### config.mk
export PLATFORM = sky130hd
export DESIGN_NAME = md5_hash_folded_core
export DESIGN_NICKNAME = d
export VERILOG_FILES = /design/src/hdl/md5f_pkg.sv /design/src/hdl/md5f_ram.sv /design/src/hdl/md5f_datapath.sv /design/src/hdl/md5f_ctrl.sv /design/src/hdl/md5_hash_folded_core.sv
export SDC_FILE = /design/constraint.sdc
export NUM_CORES = 2
export LEC_CHECK = 0
export ABC_AREA = 1
export BUFFER_PORTS_ARGS = -buffer_cell sky130_fd_sc_hd__buf_2
export CORE_UTILIZATION = 26
export CTS_CLUSTER_SIZE = 12
export DETAILED_ROUTE_END_ITERATION = 6
export PLACE_DENSITY = 0.45
export SYNTH_ARGS = -nofsm -noshare
export SYNTH_HDL_FRONTEND = slang
export SYNTH_HIERARCHICAL = 1
export SYNTH_SLANG_ARGS = --single-unit
### constraint.sdc
create_clock -name clk_i -period 17.5 [get_ports clk_i]
set_input_delay 1.75 -clock clk_i [delete_from_list [all_inputs] [get_ports clk_i]]
set_output_delay 1.75 -clock clk_i [all_outputs]
set_load 0.1 [all_outputs]
### src/hdl/md5f_pkg.sv
package md5f_pkg;

  localparam logic [31:0] InitA = 32'h67452301;
  localparam logic [31:0] InitB = 32'hefcdab89;
  localparam logic [31:0] InitC = 32'h98badcfe;
  localparam logic [31:0] InitD = 32'h10325476;
  localparam logic [7:0]  PadByte = 8'h80;
  localparam logic [5:0]  LenPos = 6'd56;

  // Byte source for a buffer write.
  typedef enum logic [1:0] {
    SRC_MSG  = 2'd0,
    SRC_PAD  = 2'd1,
    SRC_ZERO = 2'd2,
    SRC_LEN  = 2'd3
  } byte_src_e;

  typedef struct packed {
    logic      wr_en;
    byte_src_e src;
    logic      cnt_inc;
    logic      len_latch;
    logic      rnd_start;
    logic      fold_en;
    logic      init;
  } md5f_cmd_t;

  typedef struct packed {
    logic [5:0] pos;
    logic       rnd_done;
  } md5f_sts_t;

  function automatic logic [31:0] round_k(input logic [5:0] i);
    logic [31:0] k;
    case (i)
      6'd0: k = 32'hd76aa478;  6'd1: k = 32'he8c7b756;  6'd2: k = 32'h242070db;
      6'd3: k = 32'hc1bdceee;  6'd4: k = 32'hf57c0faf;  6'd5: k = 32'h4787c62a;
      6'd6: k = 32'ha8304613;  6'd7: k = 32'hfd469501;  6'd8: k = 32'h698098d8;
      6'd9: k = 32'h8b44f7af;  6'd10: k = 32'hffff5bb1; 6'd11: k = 32'h895cd7be;
      6'd12: k = 32'h6b901122; 6'd13: k = 32'hfd987193; 6'd14: k = 32'ha679438e;
      6'd15: k = 32'h49b40821; 6'd16: k = 32'hf61e2562; 6'd17: k = 32'hc040b340;
      6'd18: k = 32'h265e5a51; 6'd19: k = 32'he9b6c7aa; 6'd20: k = 32'hd62f105d;
      6'd21: k = 32'h02441453; 6'd22: k = 32'hd8a1e681; 6'd23: k = 32'he7d3fbc8;
      6'd24: k = 32'h21e1cde6; 6'd25: k = 32'hc33707d6; 6'd26: k = 32'hf4d50d87;
      6'd27: k = 32'h455a14ed; 6'd28: k = 32'ha9e3e905; 6'd29: k = 32'hfcefa3f8;
      6'd30: k = 32'h676f02d9; 6'd31: k = 32'h8d2a4c8a; 6'd32: k = 32'hfffa3942;
      6'd33: k = 32'h8771f681; 6'd34: k = 32'h6d9d6122; 6'd35: k = 32'hfde5380c;
      6'd36: k = 32'ha4beea44; 6'd37: k = 32'h4bdecfa9; 6'd38: k = 32'hf6bb4b60;
      6'd39: k = 32'hbebfbc70; 6'd40: k = 32'h289b7ec6; 6'd41: k = 32'heaa127fa;
      6'd42: k = 32'hd4ef3085; 6'd43: k = 32'h04881d05; 6'd44: k = 32'hd9d4d039;
      6'd45: k = 32'he6db99e5; 6'd46: k = 32'h1fa27cf8; 6'd47: k = 32'hc4ac5665;
      6'd48: k = 32'hf4292244; 6'd49: k = 32'h432aff97; 6'd50: k = 32'hab9423a7;
      6'd51: k = 32'hfc93a039; 6'd52: k = 32'h655b59c3; 6'd53: k = 32'h8f0ccc92;
      6'd54: k = 32'hffeff47d; 6'd55: k = 32'h85845dd1; 6'd56: k = 32'h6fa87e4f;
      6'd57: k = 32'hfe2ce6e0; 6'd58: k = 32'ha3014314; 6'd59: k = 32'h4e0811a1;
      6'd60: k = 32'hf7537e82; 6'd61: k = 32'hbd3af235; 6'd62: k = 32'h2ad7d2bb;
      default: k = 32'heb86d391;
    endcase
    return k;
  endfunction

  function automatic logic [4:0] round_rot(input logic [5:0] i);
    logic [4:0] r;
    case ({i[5:4], i[1:0]})
      4'd0: r = 5'd7;   4'd1: r = 5'd12;  4'd2: r = 5'd17;  4'd3: r = 5'd22;
      4'd4: r = 5'd5;   4'd5: r = 5'd9;   4'd6: r = 5'd14;  4'd7: r = 5'd20;
      4'd8: r = 5'd4;   4'd9: r = 5'd11;  4'd10: r = 5'd16; 4'd11: r = 5'd23;
      4'd12: r = 5'd6;  4'd13: r = 5'd10; 4'd14: r = 5'd15; default: r = 5'd21;
    endcase
    return r;
  endfunction

  function automatic logic [3:0] round_g(input logic [5:0] i);
    logic [3:0] g;
    case (i[5:4])
      2'd0: g = i[3:0];
      2'd1: g = 4'(5 * i[3:0] + 1);
      2'd2: g = 4'(3 * i[3:0] + 5);
      default: g = 4'(7 * i[3:0]);
    endcase
    return g;
  endfunction

endpackage

### src/hdl/md5f_ram.sv
module md5f_ram #(
  parameter int Width = 32,
  parameter int Depth = 16
) (
  input  logic                     clk_i,
  input  logic                     we_i,
  input  logic [$clog2(Depth)-1:0] waddr_i,
  input  logic [Width-1:0]         wdata_i,
  input  logic [$clog2(Depth)-1:0] raddr_i,
  output logic [Width-1:0]         rdata_o
);
  logic [Width-1:0] mem [Depth];

  always_ff @(posedge clk_i) begin
    if (we_i) begin
      mem[waddr_i] <= wdata_i;
    end
    rdata_o <= mem[raddr_i];
  end
endmodule

### src/hdl/md5f_datapath.sv
module md5f_datapath import md5f_pkg::*; (
  input  logic        clk_i,
  input  logic        rst_ni,
  input  md5f_cmd_t   cmd_i,
  input  logic [7:0]  message_byte_i,
  output md5f_sts_t   sts_o,
  output logic [31:0] fold_o
);
  logic [63:0] cnt_q, len_q;
  logic [31:0] h_q [4];
  logic [31:0] a_q, b_q, c_q, d_q;
  logic [6:0]  rnd_q;
  logic        busy_q;
  logic [7:0]  wbyte;
  logic [5:0]  pos_q;
  logic [31:0] word, f, sum, rot;
  logic [5:0]  ri;
  logic [3:0]  raddr;
  logic [5:0]  ri_next;
  logic [3:0]  lane_mask;

  // Bytes are merged into 32-bit words: four byte lanes, one RAM per lane.
  always_comb begin
    case (cmd_i.src)
      SRC_MSG:  wbyte = message_byte_i;
      SRC_PAD:  wbyte = PadByte;
      SRC_ZERO: wbyte = 8'h00;
      default:  wbyte = len_q[{pos_q[2:0], 3'b000} +: 8];
    endcase
  end

  assign ri = rnd_q[5:0];
  assign ri_next = busy_q ? 6'(rnd_q + 7'd1) : 6'd0;
  assign raddr = round_g(cmd_i.rnd_start ? 6'd0 : ri_next);
  assign lane_mask = 4'b0001 << pos_q[1:0];

  for (genvar l = 0; l < 4; l++) begin : g_lane
    md5f_ram #(.Width(8), .Depth(16)) u_ram (
      .clk_i  (clk_i),
      .we_i   (cmd_i.wr_en && lane_mask[l]),
      .waddr_i(pos_q[5:2]),
      .wdata_i(wbyte),
      .raddr_i(raddr),
      .rdata_o(word[8*l +: 8])
    );
  end

  always_comb begin
    case (ri[5:4])
      2'd0: f = d_q ^ (b_q & (c_q ^ d_q));
      2'd1: f = c_q ^ (d_q & (b_q ^ c_q));
      2'd2: f = b_q ^ c_q ^ d_q;
      default: f = c_q ^ (b_q | ~d_q);
    endcase
    sum = a_q + f + round_k(ri) + word;
    rot = (sum << round_rot(ri)) | (sum >> (6'd32 - {1'b0, round_rot(ri)}));
  end

  always_ff @(posedge clk_i or negedge rst_ni) begin
    if (!rst_ni) begin
      cnt_q  <= '0;
      pos_q  <= '0;
      busy_q <= 1'b0;
      rnd_q  <= '0;
      h_q[0] <= InitA; h_q[1] <= InitB; h_q[2] <= InitC; h_q[3] <= InitD;
    end else begin
      if (cmd_i.wr_en) begin
        pos_q <= pos_q + 6'd1;
      end
      if (cmd_i.cnt_inc) begin
        cnt_q <= cnt_q + 64'd8;
      end
      if (cmd_i.rnd_start) begin
        busy_q <= 1'b1;
        rnd_q  <= '0;
        a_q <= h_q[0]; b_q <= h_q[1]; c_q <= h_q[2]; d_q <= h_q[3];
      end else if (busy_q) begin
        if (rnd_q == 7'd64) begin
          busy_q <= 1'b0;
          h_q[0] <= h_q[0] + a_q; h_q[1] <= h_q[1] + b_q;
          h_q[2] <= h_q[2] + c_q; h_q[3] <= h_q[3] + d_q;
        end else begin
          rnd_q <= rnd_q + 7'd1;
          a_q <= d_q; d_q <= c_q; c_q <= b_q; b_q <= b_q + rot;
        end
      end
      if (cmd_i.init) begin
        cnt_q  <= '0;
        pos_q  <= '0;
        h_q[0] <= InitA; h_q[1] <= InitB; h_q[2] <= InitC; h_q[3] <= InitD;
      end
    end
  end

  always_ff @(posedge clk_i) begin
    if (cmd_i.len_latch) begin
      len_q <= cnt_q;
    end
  end

  assign fold_o = h_q[0] ^ h_q[1] ^ h_q[2] ^ h_q[3];
  assign sts_o.pos = pos_q;
  assign sts_o.rnd_done = !busy_q && !cmd_i.rnd_start;
endmodule

### src/hdl/md5f_ctrl.sv
module md5f_ctrl import md5f_pkg::*; (
  input  logic       clk_i,
  input  logic       rst_ni,
  input  logic       valid_i,
  output logic       stall_o,
  input  logic       has_byte_i,
  input  logic       last_byte_i,
  output logic       valid_o,
  input  logic       stall_i,
  input  md5f_sts_t  sts_i,
  output md5f_cmd_t  cmd_o
);
  localparam logic [2:0] StIdle = 3'd0;
  localparam logic [2:0] StRun  = 3'd1;
  localparam logic [2:0] StPad  = 3'd2;
  localparam logic [2:0] StZero = 3'd3;
  localparam logic [2:0] StLen  = 3'd4;
  localparam logic [2:0] StOut  = 3'd5;

  logic [2:0] state_q, state_d;
  logic       fin_q, fin_d;   // padding owed after the running transform
  logic       out_q, out_d;

  always_comb begin
    state_d = state_q;
    fin_d   = fin_q;
    out_d   = out_q;
    cmd_o   = '0;
    cmd_o.src = SRC_MSG;
    stall_o = 1'b1;
    if (out_q && !stall_i) begin
      out_d = 1'b0;
    end
    case (state_q)
      StIdle: begin
        stall_o = 1'b0;
        if (valid_i) begin
          if (has_byte_i) begin
            cmd_o.wr_en = 1'b1;
            cmd_o.cnt_inc = 1'b1;
          end
          fin_d = last_byte_i;
          if (has_byte_i && sts_i.pos == 6'd63) begin
            cmd_o.rnd_start = 1'b1;
            state_d = StRun;
          end else if (last_byte_i) begin
            state_d = StPad;
          end
        end
      end
      StRun: begin
        if (sts_i.rnd_done) begin
          state_d = fin_q ? StPad : StIdle;
        end
      end
      StPad: begin
        cmd_o.len_latch = 1'b1;
        cmd_o.wr_en = 1'b1;
        cmd_o.src = SRC_PAD;
        fin_d = 1'b0;
        if (sts_i.pos == 6'd63) begin
          cmd_o.rnd_start = 1'b1;
          state_d = StRun;
          fin_d = 1'b1;
        end else begin
          state_d = StZero;
        end
      end
      StZero: begin
        if (sts_i.pos == LenPos) begin
          state_d = StLen;
        end else begin
          cmd_o.wr_en = 1'b1;
          cmd_o.src = SRC_ZERO;
          if (sts_i.pos == 6'd63) begin
            cmd_o.rnd_start = 1'b1;
            state_d = StRun;
            fin_d = 1'b1;
          end
        end
      end
      StLen: begin
        cmd_o.wr_en = 1'b1;
        cmd_o.src = SRC_LEN;
        if (sts_i.pos == 6'd63) begin
          cmd_o.rnd_start = 1'b1;
          state_d = StOut;
        end
      end
      StOut: begin
        // The fold and the restart of the chain happen at the same edge.
        if (sts_i.rnd_done && !out_q) begin
          out_d = 1'b1;
          cmd_o.fold_en = 1'b1;
          cmd_o.init = 1'b1;
          state_d = StIdle;
        end
      end
      default: state_d = StIdle;
    endcase
    // A run entered from padding resumes padding with zeros, not with 0x80.
    if (state_q == StRun && sts_i.rnd_done && fin_q && state_d == StPad) begin
      state_d = StZero;
    end
  end

  // A run entered straight from an input item with last set pads from scratch.
  logic pend_q, pend_d;
  always_comb begin
    pend_d = pend_q;
    if (state_q == StIdle && valid_i) pend_d = last_byte_i;
    if (state_q == StPad) pend_d = 1'b0;
  end

  always_ff @(posedge clk_i or negedge rst_ni) begin
    if (!rst_ni) begin
      state_q <= StIdle;
      fin_q   <= 1'b0;
      out_q   <= 1'b0;
      pend_q  <= 1'b0;
    end else begin
      pend_q <= pend_d;
      fin_q  <= fin_d;
      out_q  <= out_d;
      if (state_q == StRun && sts_i.rnd_done && pend_q) begin
        state_q <= StPad;
      end else begin
        state_q <= state_d;
      end
    end
  end

  assign valid_o = out_q;
endmodule

### src/hdl/md5_hash_folded_core.sv
// Folded MD5: one input byte is taken per cycle while no block transform runs
// and no padding is written. A full 64-byte block stalls the input while its
// round loop runs. A last item adds padding and one or two transforms; the
// result waits in an output register while new input is taken.
// rst_ni is asynchronous and active low; it loads the MD5 initial words and
// clears the bit count and all handshake state.
module md5_hash_folded_core import md5f_pkg::*; (
  input  logic        clk_i,
  input  logic        rst_ni,
  input  logic        valid_i,
  output logic        stall_o,
  input  logic [7:0]  message_byte_i,
  input  logic        has_byte_i,
  input  logic        last_byte_i,
  output logic        valid_o,
  input  logic        stall_i,
  output logic [31:0] folded_hash_o
);
  md5f_cmd_t   cmd;
  md5f_sts_t   sts;
  logic [31:0] fold;
  logic [31:0] hash_q;

  md5f_ctrl u_ctrl (
    .clk_i, .rst_ni, .valid_i, .stall_o, .has_byte_i, .last_byte_i,
    .valid_o, .stall_i, .sts_i(sts), .cmd_o(cmd)
  );

  md5f_datapath u_dp (
    .clk_i, .rst_ni, .cmd_i(cmd), .message_byte_i, .sts_o(sts), .fold_o(fold)
  );

  always_ff @(posedge clk_i) begin
    if (cmd.fold_en) begin
      hash_q <= fold;
    end
  end

  assign folded_hash_o = hash_q;
endmodule

# After elaboration in Yosys (flattened, before gate mapping)
# Memories as Yosys holds them, arrays and structs flattened. A register that Yosys moved wholly into a read port is not among the register bits.
# Cells that the tools add are included.
[word_totals]
ff_bits = 436
mem_bits_rw = 512
mem_bits_ro = 2208
mem_count = 7
[memory_table]
columns = ["memory", "words", "width", "rd", "rd_clocked_by_memory_dff", "write_ports", "line_no", "rtl"]
rows = [
  ["(name not given)", 64, 32, 1, 0, 0, "md5f_pkg.sv:35", "case (i)"],
  ["u_dp.g_lane[0].u_ram.mem", 16, 8, 1, 1, 1, "md5f_ram.sv:12", "logic [Width-1:0] mem [Depth];"],
  ["u_dp.g_lane[1].u_ram.mem", 16, 8, 1, 1, 1, "md5f_ram.sv:12", ""],
  ["u_dp.g_lane[2].u_ram.mem", 16, 8, 1, 1, 1, "md5f_ram.sv:12", ""],
  ["u_dp.g_lane[3].u_ram.mem", 16, 8, 1, 1, 1, "md5f_ram.sv:12", ""],
  ["(name not given)", 16, 5, 1, 0, 0, "md5f_pkg.sv:64", "case ({i[5:4], i[1:0]})"],
  ["+1 memories", "n/a", "n/a", "n/a", "n/a", "n/a", "n/a", ""],
]
[op_classes]
n_addsub = 14
mul = 3
eq_ne = 20
shifts = 4
n_mux = 76
n_bitwise = 14
reduce_logical = 33
[ops]
columns = ["operator", "n"]
rows = [
  ["$mux W128", 4],
  ["$mux W32", 12],
  ["$xor A32 B32 Y32", 9],
  ["$add A32 B32 Y32", 8],
  ["$mux W64", 2],
  ["$pmux W32 S3", 1],
  ["$add A64 B4 Y64 const B", 1],
  ["$and A32 B32 Y32", 2],
  ["$or A32 B32 Y32", 2],
  ["$shiftx A64 B7 Y8", 1],
  ["$mux W3", 11],
  ["$not A32 Y32", 1],
  ["$shl A32 B5 Y32", 1],
  ["$shr A32 B6 Y32", 1],
  ["$mux W1", 28],
  ["$mux W6", 4],
  ["$pmux W8 S3", 1],
  ["$mux W7", 3],
  ["$pmux W3 S6", 1],
  ["$logic_and A1 B1 Y1", 13],
  ["$eq A6 B6 Y1 const B", 2],
  ["$pmux W4 S3", 1],
  ["$reduce_bool A2 Y1", 6],
  ["$eq A3 B2 Y1 const B", 3],
  ["26 further kinds", 46],
]

# Depth between registers and ports, before layout
[logic_depth]
word_depth = 14
depth_mapped = 55
ltp_nobuf = 53

# Hierarchy
# The synthesis kept the hierarchy.
[by_module_without_submodules]
columns = ["mod", "instances", "cells_each", "area_each_um2"]
rows = [
  ["md5f_datapath", 1, 5381, 37363.3],
  ["md5f_ram", 4, 551, 5766.8],
  ["md5_hash_folded_core", 1, 32, 960.9],
  ["md5f_ctrl", 1, 86, 544.3],
]

# Worst setup path after synthesis
# Ideal clock, no wire load.
[synth_timing]
path_kind = "input to register"
start = "input valid_i"
end = "register u_dp.a_q[0] (enable)"
setup_ps = 616
arrival_time_ps = 8094
path_slack_ps = 8790
path_stages = 9
path_buffers = 1
cell_sequence = "nand2_1 -> inv_1 -> nand2_1 -> a31oi_1 -> clkbuf_1 -> inv_2 -> nand2_1 -> inv_1 -> nor2_1"
[synth_lines]
columns = ["element", "line_no", "rtl"]
rows = [
  ["start, declared", "md5_hash_folded_core.sv:10", "input logic valid_i,"],
  ["end signal, assigned", "md5f_datapath.sv:76", "a_q <= h_q[0]; b_q <= h_q[1]; c_q <= h_q[2]; d_q <= h_q[3];"],
  ["end signal, assigned", "md5f_datapath.sv:84", "a_q <= d_q; d_q <= c_q; c_q <= b_q; b_q <= b_q + rot;"],
  ["end, declared", "md5f_datapath.sv:11", "logic [31:0] a_q, b_q, c_q, d_q;"],
]

# Worst setup path in the final report
[layout_timing]
start = "register u_dp.rnd_q[4]"
end = "register u_dp.b_q[17], data pin"
[layout_between]
elab_chain_cells = 11
elab_cells_between_ends = 18
[layout_rtl]
columns = ["element", "line_no", "rtl"]
rows = [
  ["start, declared", "md5f_datapath.sv:12", "logic [6:0] rnd_q;"],
  ["start signal, assigned", "md5f_datapath.sv:83", "rnd_q <= rnd_q + 7'd1;"],
  ["$eq A2 B2 Y1, or another cell as far along", "md5f_datapath.sv:49", "case (ri[5:4])"],
  ["$pmux W32 S3", "md5f_datapath.sv:49", ""],
  ["$add A32 B32 Y32 (3 in series)", "md5f_datapath.sv:55", "sum = a_q + f + round_k(ri) + word;"],
  ["$shr A32 B6 Y32 / $shl A32 B5 Y32 (equally long branches)", "md5f_datapath.sv:56", "rot = (sum << round_rot(ri)) | (sum >> (6'd32 - {1'b0, round_rot(ri)}));"],
  ["$or A32 B32 Y32 (*)", "md5f_datapath.sv:56", ""],
  ["$add A32 B32 Y32 (*)", "md5f_datapath.sv:84", ""],
  ["$mux W32 (*)", "md5f_datapath.sv:78", "if (rnd_q == 7'd64) begin"],
  ["$mux W32 (*)", "md5f_datapath.sv:77", "end else if (busy_q) begin"],
  ["$mux W32 (*)", "md5f_datapath.sv:73", "if (cmd_i.rnd_start) begin"],
  ["end signal, assigned", "md5f_datapath.sv:76", ""],
  ["end signal, assigned", "md5f_datapath.sv:84", ""],
  ["end, declared", "md5f_datapath.sv:11", ""],
]
# Mark *: on every way between the ends. The rest lies on a longest branch, timed or not. The select of a mux whose other input is x is not followed.
# A chain may end at the register's enable or synchronous reset.

==> metrics <==
Reg clk slew, reported paths 0.06 ns; Syn Nets 8007; Min Hold Slack 0.451 ns; number of synthesized flops with an enable pin 733; Reg2Reg Setup Slack 7.09 ns; largest family of logic cells by synthesized area simple AND/OR/NAND/NOR gates; most frequent cells in the layout nand2_1, inv_1, nand3_1, edfxtp_1, o21ai_0; fin crit period 10.41 ns; hpwl dp 172000 um; Initial Util 26.2%; post-synthesis compound-gate area fraction 12.1%; largest net degree at the start of global routing 130; CP Capture Type flop; Hold Violations, Final 0; endpoints failing setup 0; layout cells sized above 1 6.22%; outcome finished clean; Post-route DRC 0; Final Cycle Share 59.5%; share of the synthesized area in the top cell type 35.5%; setup TNS 0 ns; worst setup margin 7.09 ns; slowest CP cell nor4_1; crit path launch type flop; Syn Std Cell Area 0.0619 mm^2; # IOs 48; Hold Buf Count CTS 0; overall die width 490 um; hold path cells 0; Die ar. 0.240 mm^2; Post-Route WL 238000 um; Cell variety after synth 79; CTS buffer count 117; critical path type reg -> reg; cell taking the most area after synthesis edfxtp_1; gp weighted congestion 0.971; RSZ-0062 raised after global routing false; Post-Synthesis Cells 7703; fin nets 7970; router iterations before antenna repair 6; FF-to-FF path depth 35; Sink Count 974; Worst Hold End u_dp/len_q[48]; multiplexer area fraction after synthesis 0.0162%; crit-path max FO 39; slew of the pin with the lowest slew margin 1.36 ns; worst r2r dst u_dp/b_q[17]; crit path launch u_dp/rnd_q[4]; Yosys reg bits 974; ys flop type edfxtp_1; post-CTS setup buffer count 0; GRT Total Usage 19.3%; drt first-iter violations 5482; core area 0.236 mm^2; row count 178; worst min-delay path startpoint u_dp/cnt_q[48]; Overflow after GRT 0; most common cell after layout, fill and taps aside nand2_1; fillcell total 25500; Crit Reg-Reg Startpoint u_dp/rnd_q[4]; upper clock frequency limit 0.0960 GHz; synth top area cells edfxtp_1, nand2_1, inv_1; Hold Path Class reg -> reg; Resized cells post-CTS 0; Via density 4.91; CTS H-tree lvls 3; FFs w/ async S/R, synth 21.5%; CP required 17.96 ns; initial antenna violation count 3; worst relative slew slack 8.75%; Max-Cap Viols 0; multi-input logic area 0.0283 mm^2; Core Util, Final 29.3%; clk_skew 0.0772 ns; Worst Path Arrival 10.87 ns; sequential share of the synthesized area 45.1%; first-pass GRT wire length 349000 um; post-synthesis adder-cell area fraction 6.73%; pre-CTS setup slack 7.29 ns; Clock Latency Late Sink 0.79 ns; WL/cell 21.8 um; Final ANT Viol Nets 0; CTS tree done; synth-to-layout area growth 11.6%; post-synthesis xor/xnor area fraction 2.66%; Yosys warnings 6; I/O Buffers 47; vias in the first global route 51200; Die Span Y 490 um; Syn Area/Cell 8.04 um^2; Slew Limit Fails 0; max incr delay on CP 1.05 ns; Clock Path Buffers 3; post-synthesis simple-gate area fraction 23.8%; CTS Root Cell clkbuf_16; vias 53700; register area 0.0280 mm^2
registers in the layout (all words and copies together), names as in the netlist, 6 cells and up:
signal,flops
u_dp/cnt_q,61
u_dp/c_q,32
u_dp/a_q,32
u_dp/rnd_q,7
u_dp/len_q,61
u_dp/b_q,32
u_dp/pos_q,6
folded_hash_o,32
u_dp/d_q,32
u_dp/g_lane.u_ram/rdata_o,32
u_dp/h_q,128
u_dp/g_lane.u_ram/mem,512
final cells by class:
cell class              count  area share (%)
well taps                3150            5.70
multi-input cells        5274            40.9
clock inverters            52           0.706
flip-flops and latches    974            40.5
clock buffers             168            4.67
diodes                      4          0.0145
repair buffers            114            1.10
inverters                1185            6.45
cell families after synthesis:
kind of cell | after synthesis
and+or+nand+nor | 3466
DFF | 974
xor gates and xnor gates | 186
muxes | 1
AOI/OAI and AO/OA | 1331
adders and majority gates | 290
buffers and inverters | 1455
layer usage:
layer	part of all wire (%)	up-vias	global-route usage, %	wire length (um)
li1	-	25600	-	-
met1	45	25900	26.5	107000
met5	0	-	0	0
met3	5.8	355	2.45	13800
met4	4.6	0	8.07	11100
met2	45	1802	30.5	106000
how the worst max path moves through the flow:
stage              endpoint  slack (ns)
2_1_floorplan   u_dp/a_q[0]        8.79
3_3_place_gp   u_dp/b_q[29]        7.31
3_5_place_dp   u_dp/b_q[29]        7.29
4_1_cts        u_dp/b_q[29]        7.26
5_1_grt        u_dp/b_q[27]        6.58
6_report       u_dp/b_q[17]        7.09
metrics by stage:
| stage | area, um^2 | std cells |
|---|---|---|
| 3_5_place_dp | 65400 | 10700 |
| 5_1_grt | 69100 | 10900 |
| 2_1_floorplan | 61900 | 7703 |
| 3_3_place_gp | 65400 | 10700 |
| 6_report | 69100 | 10900 |
| 4_1_cts | 69100 | 10900 |
Yosys cell counts, drive strengths merged, types with 25 or more instances:
| cell | n |
|---|---|
| dfstp | 64 |
| or2 | 38 |
| nand4 | 49 |
| edfxtp | 733 |
| ha | 218 |
| dfxtp | 32 |
| xnor2 | 104 |
| buf | 165 |
| nor4 | 27 |
| a21oi | 438 |
| nor2 | 496 |
| o21ai | 563 |
| o31ai | 25 |
| nand3 | 841 |
| fa | 72 |
| inv | 1182 |
| o211ai | 40 |
| xor2 | 82 |
| a31oi | 41 |
| dfrtp | 145 |
| nand2 | 1919 |
| clkbuf | 105 |
| nor3 | 71 |
| o22ai | 72 |
worst max-delay path, delay by kind of cell (launching register included):
kind | cells | cell delay (ns)
AOI/OAI and AO/OA | 7 | 1.29
xor gates and xnor gates | 1 | 0.15
adders and majority gates | 4 | 1.84
buffers and inverters | 8 | 2.07
DFF | 1 | 0.81
and+or+nand+nor | 15 | 3.84
Power is not shown: default switching activity piles up to over one toggle a cycle in this logic, so the estimate is an artifact.
